==> src/sv/eiptf_pkg.sv <==
// ----------------------------------------------------------------------------
// eiptf_pkg
// Shared types and constants for the Ethernet/IPv4/TCP header filter.
// ----------------------------------------------------------------------------
package eiptf_pkg;

	localparam logic [15:0] ETH_HDR_LEN    = 16'd14;
	localparam logic [6:0]  IP_MIN_LEN     = 7'd20;
	localparam logic [6:0]  TCP_MIN_LEN    = 7'd20;
	localparam logic [15:0] ETHERTYPE_IPV4 = 16'h0800;
	localparam logic [7:0]  PROTO_TCP      = 8'd6;
	localparam logic [15:0] PORT_RESET     = 16'd80;
	localparam logic [15:0] POS_MAX        = 16'hFFFF;

	// byte positions of the fixed-place header fields
	localparam logic [15:0] POS_ETYPE_HI = 16'd12;
	localparam logic [15:0] POS_ETYPE_LO = 16'd13;
	localparam logic [15:0] POS_IHL      = 16'd14;
	localparam logic [15:0] POS_LEN_HI   = 16'd16;
	localparam logic [15:0] POS_LEN_LO   = 16'd17;
	localparam logic [15:0] POS_PROTO    = 16'd23;

	// verdict codes
	localparam logic [3:0] ST_ACCEPT    = 4'd0;
	localparam logic [3:0] ST_SHORT_ETH = 4'd1;
	localparam logic [3:0] ST_NOT_IPV4  = 4'd2;
	localparam logic [3:0] ST_SHORT_IP  = 4'd3;
	localparam logic [3:0] ST_BAD_IHL   = 4'd4;
	localparam logic [3:0] ST_NOT_TCP   = 4'd5;
	localparam logic [3:0] ST_SHORT_TCP = 4'd6;
	localparam logic [3:0] ST_BAD_DOFF  = 4'd7;
	localparam logic [3:0] ST_PORT_PAYL = 4'd8;

	// header fields gathered over one frame
	typedef struct packed {
		logic [15:0] frame_len;
		logic [15:0] ether_type;
		logic [3:0]  ihl;
		logic [15:0] ip_len;
		logic [7:0]  proto;
		logic [15:0] src_port;
		logic [3:0]  doff;
	} hdr_fields_t;

	typedef struct packed {
		logic [3:0]  status;
		logic [5:0]  ip_header_bytes;
		logic [5:0]  tcp_header_bytes;
		logic [7:0]  payload_offset;
		logic [15:0] ip_total_length;
		logic [15:0] frame_bytes;
	} verdict_t;

endpackage

==> src/sv/eiptf_if.sv <==
// ----------------------------------------------------------------------------
// eiptf_if
// Valid/ready channels for frame bytes in and verdict words out.
// ----------------------------------------------------------------------------
interface eiptf_byte_if;
	logic       valid;
	logic       ready;
	logic [7:0] data_byte;
	logic       last_byte;

	modport source(output valid, output data_byte, output last_byte, input ready);
	modport sink(input valid, input data_byte, input last_byte, output ready);
endinterface

interface eiptf_verdict_if;
	logic        valid;
	logic        ready;
	logic [3:0]  status;
	logic [5:0]  ip_header_bytes;
	logic [5:0]  tcp_header_bytes;
	logic [7:0]  payload_offset;
	logic [15:0] ip_total_length;
	logic [15:0] frame_bytes;

	modport source(output valid, output status, output ip_header_bytes,
		output tcp_header_bytes, output payload_offset, output ip_total_length,
		output frame_bytes, input ready);
	modport sink(input valid, input status, input ip_header_bytes,
		input tcp_header_bytes, input payload_offset, input ip_total_length,
		input frame_bytes, output ready);
endinterface

==> src/sv/eiptf_verdict.sv <==
// ----------------------------------------------------------------------------
// eiptf_verdict
// Runs the header checks in order and forms the verdict word.
// ----------------------------------------------------------------------------
module eiptf_verdict (
	input  eiptf_pkg::hdr_fields_t hdr,
	input  logic [15:0]            monitored_port,
	output eiptf_pkg::verdict_t    verdict
);
	import eiptf_pkg::*;

	logic [5:0] iph;
	logic [5:0] tcph;
	logic [6:0] tcp_start;
	logic [6:0] hdr_sum;
	logic [3:0] status;

	assign iph       = {hdr.ihl, 2'b00};
	assign tcph      = {hdr.doff, 2'b00};
	assign tcp_start = 7'(ETH_HDR_LEN) + {1'b0, iph};
	assign hdr_sum   = {1'b0, iph} + {1'b0, tcph} + 7'd1;

	always_comb begin
		if (hdr.frame_len < ETH_HDR_LEN) begin
			status = ST_SHORT_ETH;
		end else if (hdr.ether_type != ETHERTYPE_IPV4) begin
			status = ST_NOT_IPV4;
		end else if (hdr.frame_len < ETH_HDR_LEN + 16'(IP_MIN_LEN)) begin
			status = ST_SHORT_IP;
		end else if ({1'b0, iph} < IP_MIN_LEN) begin
			status = ST_BAD_IHL;
		end else if (hdr.proto != PROTO_TCP) begin
			status = ST_NOT_TCP;
		end else if (hdr.frame_len < 16'(tcp_start) + 16'(TCP_MIN_LEN)) begin
			status = ST_SHORT_TCP;
		end else if ({1'b0, tcph} < TCP_MIN_LEN) begin
			status = ST_BAD_DOFF;
		end else if (hdr.src_port != monitored_port || hdr.ip_len < 16'(hdr_sum)) begin
			status = ST_PORT_PAYL;
		end else begin
			status = ST_ACCEPT;
		end
	end

	always_comb begin
		verdict.status          = status;
		verdict.frame_bytes     = hdr.frame_len;
		verdict.ip_header_bytes = (status == ST_ACCEPT || status >= ST_BAD_IHL) ? iph : '0;
		verdict.ip_total_length = (status == ST_ACCEPT || status >= ST_BAD_IHL) ? hdr.ip_len
			: '0;
		verdict.tcp_header_bytes = (status == ST_ACCEPT || status >= ST_BAD_DOFF) ? tcph : '0;
		verdict.payload_offset   = (status == ST_ACCEPT) ? ({1'b0, tcp_start} + {2'b00, tcph})
			: '0;
	end

endmodule

==> src/sv/eth_ipv4_tcp_header_filter_core.sv <==
// ----------------------------------------------------------------------------
// eth_ipv4_tcp_header_filter_core
// Byte-stream Ethernet/IPv4/TCP header filter with a verdict per frame.
// ----------------------------------------------------------------------------
// Throughput: one frame byte per cycle, sustained, while verdicts are drained.
// The verdict word is formed as its last byte passes the input register,
//   then held in the verdict register until it is taken.
// A pending verdict stalls only the next last byte; ordinary bytes keep flowing.
// Reset (arst_n low, asynchronous): all frame state cleared, no verdict pending,
//   monitored port back to 80.
module eth_ipv4_tcp_header_filter_core (
	input  logic                   clk,
	input  logic                   arst_n,
	input  logic                   cfg_wr_en,
	input  logic [15:0]            cfg_wr_data,
	eiptf_byte_if.sink             frame,
	eiptf_verdict_if.source        result
);
	import eiptf_pkg::*;

	// configuration
	logic [15:0] mon_port_q;

	// input register
	logic       valid_s1;
	logic [7:0] byte_s1;
	logic       last_s1;

	// per-frame capture state
	logic [15:0] pos_q;
	logic [15:0] etype_q;
	logic [3:0]  ihl_q;
	logic [15:0] iplen_q;
	logic [7:0]  proto_q;
	logic [15:0] sport_q;
	logic [3:0]  doff_q;

	// verdict register
	logic     res_valid_q;
	verdict_t res_q;

	logic        advance;
	logic [6:0]  tcp_start;
	logic        tcp_en;
	hdr_fields_t hdr_n;
	verdict_t    verdict;

	// The word in s1 moves on unless it is a last byte and the verdict
	// register is still occupied.
	assign advance     = valid_s1 && (!last_s1 || !res_valid_q || result.ready);
	assign frame.ready = !valid_s1 || advance;

	always_ff @(posedge clk or negedge arst_n) begin
		if (!arst_n) begin
			mon_port_q <= PORT_RESET;
		end else if (cfg_wr_en) begin
			mon_port_q <= cfg_wr_data;
		end
	end

	always_ff @(posedge clk or negedge arst_n) begin
		if (!arst_n) begin
			valid_s1 <= 1'b0;
		end else if (frame.ready) begin
			valid_s1 <= frame.valid;
		end
	end

	always_ff @(posedge clk) begin
		if (frame.ready && frame.valid) begin
			byte_s1 <= frame.data_byte;
			last_s1 <= frame.last_byte;
		end
	end

	// TCP start uses the IHL held before this byte, while the capture enable
	// uses the IHL after it: at position 14 of a fresh frame the two differ,
	// and the source port briefly picks up the IHL byte. Later writes at the
	// real TCP start overwrite it whenever the port is actually checked.
	assign tcp_start = 7'(ETH_HDR_LEN) + {1'b0, ihl_q, 2'b00};

	always_comb begin
		hdr_n.frame_len  = (pos_q != POS_MAX) ? pos_q + 16'd1 : pos_q;
		hdr_n.ether_type = etype_q;
		hdr_n.ihl        = ihl_q;
		hdr_n.ip_len     = iplen_q;
		hdr_n.proto      = proto_q;
		hdr_n.src_port   = sport_q;
		hdr_n.doff       = doff_q;
		if (pos_q == POS_ETYPE_HI) hdr_n.ether_type[15:8] = byte_s1;
		if (pos_q == POS_ETYPE_LO) hdr_n.ether_type[7:0]  = byte_s1;
		if (pos_q == POS_IHL)      hdr_n.ihl              = byte_s1[3:0];
		if (pos_q == POS_LEN_HI)   hdr_n.ip_len[15:8]     = byte_s1;
		if (pos_q == POS_LEN_LO)   hdr_n.ip_len[7:0]      = byte_s1;
		if (pos_q == POS_PROTO)    hdr_n.proto            = byte_s1;
		if (tcp_en) begin
			if (pos_q == 16'(tcp_start))          hdr_n.src_port[15:8] = byte_s1;
			if (pos_q == 16'(tcp_start + 7'd1))   hdr_n.src_port[7:0]  = byte_s1;
			if (pos_q == 16'(tcp_start + 7'd12))  hdr_n.doff           = byte_s1[7:4];
		end
	end

	assign tcp_en = (pos_q == POS_IHL) ? (byte_s1[3:0] >= 4'd5) : (ihl_q >= 4'd5);

	eiptf_verdict u_verdict (
		.hdr            (hdr_n),
		.monitored_port (mon_port_q),
		.verdict        (verdict)
	);

	// capture state: cleared after every last byte
	always_ff @(posedge clk or negedge arst_n) begin
		if (!arst_n) begin
			pos_q   <= '0;
			etype_q <= '0;
			ihl_q   <= '0;
			iplen_q <= '0;
			proto_q <= '0;
			sport_q <= '0;
			doff_q  <= '0;
		end else if (advance) begin
			if (last_s1) begin
				pos_q   <= '0;
				etype_q <= '0;
				ihl_q   <= '0;
				iplen_q <= '0;
				proto_q <= '0;
				sport_q <= '0;
				doff_q  <= '0;
			end else begin
				pos_q   <= hdr_n.frame_len;
				etype_q <= hdr_n.ether_type;
				ihl_q   <= hdr_n.ihl;
				iplen_q <= hdr_n.ip_len;
				proto_q <= hdr_n.proto;
				sport_q <= hdr_n.src_port;
				doff_q  <= hdr_n.doff;
			end
		end
	end

	// verdict register
	always_ff @(posedge clk or negedge arst_n) begin
		if (!arst_n) begin
			res_valid_q <= 1'b0;
		end else if (advance && last_s1) begin
			res_valid_q <= 1'b1;
		end else if (result.ready) begin
			res_valid_q <= 1'b0;
		end
	end

	always_ff @(posedge clk) begin
		if (advance && last_s1) begin
			res_q <= verdict;
		end
	end

	assign result.valid            = res_valid_q;
	assign result.status           = res_q.status;
	assign result.ip_header_bytes  = res_q.ip_header_bytes;
	assign result.tcp_header_bytes = res_q.tcp_header_bytes;
	assign result.payload_offset   = res_q.payload_offset;
	assign result.ip_total_length  = res_q.ip_total_length;
	assign result.frame_bytes      = res_q.frame_bytes;

	// --- checks ---------------------------------------------------------------

	// an accepted frame's payload offset is the sum of the three headers
	a_offset_sum: assert property (@(posedge clk) disable iff (!arst_n)
		(res_valid_q && res_q.status == ST_ACCEPT) |->
		(res_q.payload_offset == 8'd14 + {2'b00, res_q.ip_header_bytes}
			+ {2'b00, res_q.tcp_header_bytes}))
		else $error("payload offset disagrees with header lengths");

	// an accepted frame carries full-size IP and TCP headers
	a_accept_hdrs: assert property (@(posedge clk) disable iff (!arst_n)
		(res_valid_q && res_q.status == ST_ACCEPT) |->
		(res_q.ip_header_bytes >= 6'd20 && res_q.tcp_header_bytes >= 6'd20))
		else $error("accepted frame with short header length");

	// the last byte of a frame restarts the byte count
	a_pos_clear: assert property (@(posedge clk) disable iff (!arst_n)
		(advance && last_s1) |=> (pos_q == 16'd0))
		else $error("byte position not cleared after last byte");

	// a held last byte must stall the input while the verdict is blocked
	a_stall: assert property (@(posedge clk) disable iff (!arst_n)
		(valid_s1 && last_s1 && res_valid_q && !result.ready) |-> !frame.ready)
		else $error("input taken while verdict register blocked");

endmodule

==> src/flat_wrapper.sv <==
// flat-port wrapper written by rule: the top's interface ports become plain ports
module eth_ipv4_tcp_header_filter_core_flat import eiptf_pkg::*;
  (clk, arst_n, cfg_wr_en, cfg_wr_data, frame_valid, frame_data_byte, frame_last_byte, frame_ready, result_valid, result_status, result_ip_header_bytes, result_tcp_header_bytes, result_payload_offset, result_ip_total_length, result_frame_bytes, result_ready);
  eiptf_byte_if frame_i ();
  eiptf_verdict_if result_i ();
  input  logic clk;
  input  logic arst_n;
  input  logic cfg_wr_en;
  input  logic [15:0] cfg_wr_data;
  input wire logic [$bits(frame_i.valid)-1:0] frame_valid;
  input wire logic [$bits(frame_i.data_byte)-1:0] frame_data_byte;
  input wire logic [$bits(frame_i.last_byte)-1:0] frame_last_byte;
  output wire logic [$bits(frame_i.ready)-1:0] frame_ready;
  output wire logic [$bits(result_i.valid)-1:0] result_valid;
  output wire logic [$bits(result_i.status)-1:0] result_status;
  output wire logic [$bits(result_i.ip_header_bytes)-1:0] result_ip_header_bytes;
  output wire logic [$bits(result_i.tcp_header_bytes)-1:0] result_tcp_header_bytes;
  output wire logic [$bits(result_i.payload_offset)-1:0] result_payload_offset;
  output wire logic [$bits(result_i.ip_total_length)-1:0] result_ip_total_length;
  output wire logic [$bits(result_i.frame_bytes)-1:0] result_frame_bytes;
  input wire logic [$bits(result_i.ready)-1:0] result_ready;
  assign frame_i.valid = frame_valid;
  assign frame_i.data_byte = frame_data_byte;
  assign frame_i.last_byte = frame_last_byte;
  assign frame_ready = frame_i.ready;
  assign result_valid = result_i.valid;
  assign result_status = result_i.status;
  assign result_ip_header_bytes = result_i.ip_header_bytes;
  assign result_tcp_header_bytes = result_i.tcp_header_bytes;
  assign result_payload_offset = result_i.payload_offset;
  assign result_ip_total_length = result_i.ip_total_length;
  assign result_frame_bytes = result_i.frame_bytes;
  assign result_i.ready = result_ready;
  eth_ipv4_tcp_header_filter_core u_core (.clk(clk), .arst_n(arst_n), .cfg_wr_en(cfg_wr_en), .cfg_wr_data(cfg_wr_data), .frame(frame_i), .result(result_i));
endmodule
==> config.mk <==
export PLATFORM = sky130hd
export DESIGN_NAME = eth_ipv4_tcp_header_filter_core_flat
export DESIGN_NICKNAME = d
export VERILOG_FILES = /design/src/sv/eiptf_pkg.sv /design/src/sv/eiptf_if.sv /design/src/sv/eiptf_verdict.sv /design/src/sv/eth_ipv4_tcp_header_filter_core.sv /design/src/flat_wrapper.sv
export SDC_FILE = /design/constraint.sdc
export NUM_CORES = 1
export LEC_CHECK = 0
export BUFFER_PORTS_ARGS = -buffer_cell sky130_fd_sc_hd__buf_2
export CAP_MARGIN = 20
export CORE_MARGIN = 2
export CORE_UTILIZATION = 30
export DETAILED_ROUTE_END_ITERATION = 16
export MAX_ROUTING_LAYER = met4
export PLACE_DENSITY = 0.5
export SYNTH_ARGS = -nofsm -noshare
export SYNTH_HDL_FRONTEND = slang
export SYNTH_SLANG_ARGS = --single-unit
==> constraint.sdc <==
create_clock -name clk -period 5.7 [get_ports clk]
set_input_delay 0.285 -clock clk [delete_from_list [all_inputs] [get_ports clk]]
set_output_delay 0.285 -clock clk [all_outputs]
set_load 0.1 [all_outputs]
==> results_dict.tcl <==
set metrics [dict create \
    synth-edff-count 60 \
    critPathArrivalTime_ns 5.40 \
    insertion_delay_ns 0.43 \
    fp.dieW_um 173.7 \
    final.setup.tns_ns 0 \
    crit_family "simple AND/OR/NAND/NOR gates" \
    ctsHoldBuffers 1 \
    design.core.area_um2 28550 \
    setup-violations-final 0 \
    grt_pass1_wl_mm 38.53 \
    r2r_start "u_core.pos_q[0]" \
    synth-seq-cells 158 \
    power_leakage_nw 4.263 \
    fin_area_um2 10050 \
    grt_max_degree 69 \
    cts_setup_buffers 0 \
    crit_path_max_fanout 10 \
    synthFlopType "dfrtp_1" \
    worst_slew_pin_slew_ns 1.004 \
    path_common_cell "ha_1" \
    cp_num_buf_inv 3 \
    fin_nets 993 \
    dpl.hpwl_mm 17.28 \
    multi_input_area_um2 4031 \
    ant_nets 0 \
    post_cts_resized 0 \
    clkSlewWorstSetupHoldPaths_ns 0.07 \
    fin_worst_skew_ns 0.01212 \
    end_kind "flop" \
    antenna_cells 0 \
    cpPeakStageDelay_ns 0.52 \
    die_area_um2 30180 \
    pin_count 88 \
    slew_viol_final 0 \
    period_share 0.9024 \
    finalCriticalPeriod_ns 5.144 \
    synth.avg_cell_area_um2 10.04 \
    grt_pass1_vias 6478 \
    crit_slowest_cell "dfrtp_1" \
    start_kind "flop" \
    firstDrtPassIters 5 \
    track_usage 0.1701 \
    worstHoldPathType "input pin to flop" \
    cts_root_buffer "clkbuf_16" \
    ir_drop_v 0.0001940 \
    area_growth_pct 16.33 \
    viasPerCell 5.040 \
    gp_congestion 0.8574 \
    htreeDepth 4 \
    required_ns 5.96 \
    max_clock_freq_ghz 0.1944 \
    core.rowCount 62 \
    numPortBuffers 82 \
    max_slew_margin 0.3292 \
    globalRouteOverflowTotal 0 \
    hold_viol 0 \
    drt-total-wl_mm 24.56 \
    register_area_um2 4257 \
    avgRoutedWirePerCell_um 18.41 \
    crit_start "u_core.pos_q[0]" \
    start_util 0.3027 \
    syn_area_um2 8641 \
    ys_types 78 \
    numCtsBuffers 17 \
    max_cap_viol_count 0 \
    drive_gt1_frac 0.1842 \
    clock_sinks 158 \
    worstPathCellList "inv_1 -> ha_1 -> and4b_1 -> and4_1 -> nor4_1 -> nand4b_1 -> buf_4 -> a21oi_1 -> inv_1 -> ha_1 -> ha_1 -> o21bai_1 -> a21o_1 -> a21oi_1 -> ha_1 -> nand3_1 -> nor3_1 -> nor2_1 -> mux2i_1 -> o32ai_1 -> and4bb_2 -> nand4_4 -> a211oi_1" \
    drt_iter0_drc 451 \
    placed_area_um2 9474 \
    tritoncts "built" \
    antenna_found_initial 0 \
    status "complete, no violations" \
    n_fill_cell 2966 \
    cts_buffer_depth 2 \
    vias 6724 \
    yosys_warnings 0 \
    rsz0062_at_grt "false" \
    yosysSeqAreaShare 0.4926 \
    dieHeight_um 173.7 \
    syn_inst 861 \
    async_flop_share 0.6203 \
    worst-setup-path-type "flop to flop" \
    drc 0 \
    power.density_nw_per_um2 271.1 \
    power.total_mw 2.725 \
    hold_start "frame_data_byte[5]" \
]
sequential cells by signal, indices dropped and copies added (netlist names), 16 cells and up:
name / count
u_core.pos_q: 16
u_core.result.ip_total_length: 16
u_core.sport_q: 16
u_core.result.frame_bytes: 16
u_core.iplen_q: 16
u_core.mon_port_q: 16
u_core.etype_q: 16
Yosys cell counts (8+ instances only):
| cell type | count | share of area |
|---|---|---|
| xor2_1 | 14 | 0.014 |
| nand4_1 | 15 | 0.011 |
| mux2_2 | 16 | 0.021 |
| edfxtp_1 | 60 | 0.21 |
| dfrtp_1 | 96 | 0.28 |
| nor4_1 | 14 | 0.010 |
| mux2i_1 | 22 | 0.025 |
| nor2_1 | 57 | 0.025 |
| nor2b_1 | 8 | 0.0058 |
| ha_1 | 26 | 0.038 |
| o21ai_0 | 83 | 0.048 |
| nand2_1 | 117 | 0.051 |
| nor3_1 | 11 | 0.0064 |
| clkbuf_1 | 26 | 0.011 |
| nand3_1 | 17 | 0.0098 |
| and2_1 | 11 | 0.0080 |
| nand2b_1 | 16 | 0.012 |
| buf_2 | 17 | 0.0098 |
| a21oi_1 | 20 | 0.012 |
| xnor2_1 | 29 | 0.029 |
| inv_1 | 35 | 0.015 |
power by group:
| part | leakage (nW) | switching [mW] | internal, mW |
|---|---|---|---|
| sequential | 1.91 | 0.0317 | 1.22 |
| clock | 0.283 | 0.552 | 0.584 |
| combinational | 2.07 | 0.266 | 0.0724 |
| total | 4.26 | 0.850 | 1.87 |
final timing paths:
path	to	slack, ns	depth (start not counted)
min	u_core.byte_s1[5]	0.03	1
max	u_core.result.payload_offset[7]	0.56	23
max in group asynchronous	u_core.mon_port_q[10]	4.09	3
max reg2reg	u_core.result.payload_offset[7]	0.56	23
min in group asynchronous	u_core.result.valid	0.35	2
min reg2reg	u_core.iplen_q[6]	0.48	2
per-stage QoR:
stage / setup WS [ns] / hold WS (ns) / utilization / std cells
2_1_floorplan: 1.045 / -0.01059 / - / 865
3_3_place_gp: 0.7392 / 0.2627 / 0.3319 / 1301
3_5_place_dp: 0.5918 / 0.2658 / 0.3319 / 1301
4_1_cts: 0.5586 / 0.01420 / 0.3521 / 1334
5_1_grt: 0.08343 / 0.01092 / 0.3521 / 1334
6_report: 0.5563 / 0.03211 / 0.3521 / 1334
cells in the final DEF (no fill, tap or decap), types with 4 or more instances in the layout:
| master | instances |
|---|---|
| or3_1 | 6 |
| ha_1 | 26 |
| inv_6 | 7 |
| a221oi_1 | 4 |
| dfrtp_1 | 96 |
| edfxtp_1 | 60 |
| o22ai_1 | 7 |
| clkbuf_16 | 17 |
| a211oi_1 | 5 |
| nor3_1 | 11 |
| mux2i_1 | 22 |
| xnor2_1 | 29 |
| o211ai_1 | 5 |
| o21ai_0 | 83 |
| or2_2 | 5 |
| and4_1 | 7 |
| or4_1 | 7 |
| xor2_1 | 14 |
| nand2b_1 | 16 |
| inv_1 | 35 |
| nor2_1 | 57 |
| nor2b_1 | 8 |
| buf_2 | 81 |
| a21oi_1 | 20 |
| and3_1 | 6 |
| o21ai_1 | 7 |
| nand3_1 | 17 |
| nand4_1 | 15 |
| nand2_1 | 117 |
| and2_1 | 11 |
| conb_1 | 5 |
| buf_4 | 22 |
| nor4_1 | 14 |
| mux2_2 | 16 |
| nand4b_1 | 4 |
| a21o_1 | 6 |
| a22o_1 | 7 |
final cells by class:
class                   count  area share
clock buffers              18     0.04269
clock inverters            14     0.01382
inverters                  36     0.01344
multi-input cells         620      0.4010
flip-flops and latches    158      0.4235
well taps                 384     0.04780
repair buffers            104     0.05775
logic make-up (layout without fill, tap and decap cells):
kind of cell / count (synthesis) / after routing / share of synthesized area
and+or+nand+nor: 325 / 325 / 0.2003
AOI/OAI and AO/OA: 181 / 181 / 0.1331
DFF: 158 / 158 / 0.4926
buffers and inverters: 87 / 172 / 0.04329
xor gates and xnor gates: 43 / 43 / 0.04359
muxes: 39 / 39 / 0.04793
adders and majority gates: 27 / 27 / 0.03881
other: 1 / 5 / 0.0004340
metal layers:
metal | global-route usage | up-vias | share of wire
li1 | - | 3255 | -
met1 | 0.2291 | 3258 | 0.48
met2 | 0.2645 | 187 | 0.47
met3 | 0.02610 | 24 | 0.040
met4 | 0.05322 | 0 | 0.016
met5 | - | - | 0
worst register-to-register path, delay by kind of cell (launching register included):
family / cells / cell delay (ns)
and+or+nand+nor: 9 / 1.98
AOI/OAI and AO/OA: 6 / 1.07
adders and majority gates: 4 / 0.85
DFF: 1 / 0.52
buffers and inverters: 3 / 0.40
muxes: 1 / 0.16
Note: power is estimated with default switching activity, not from simulation.
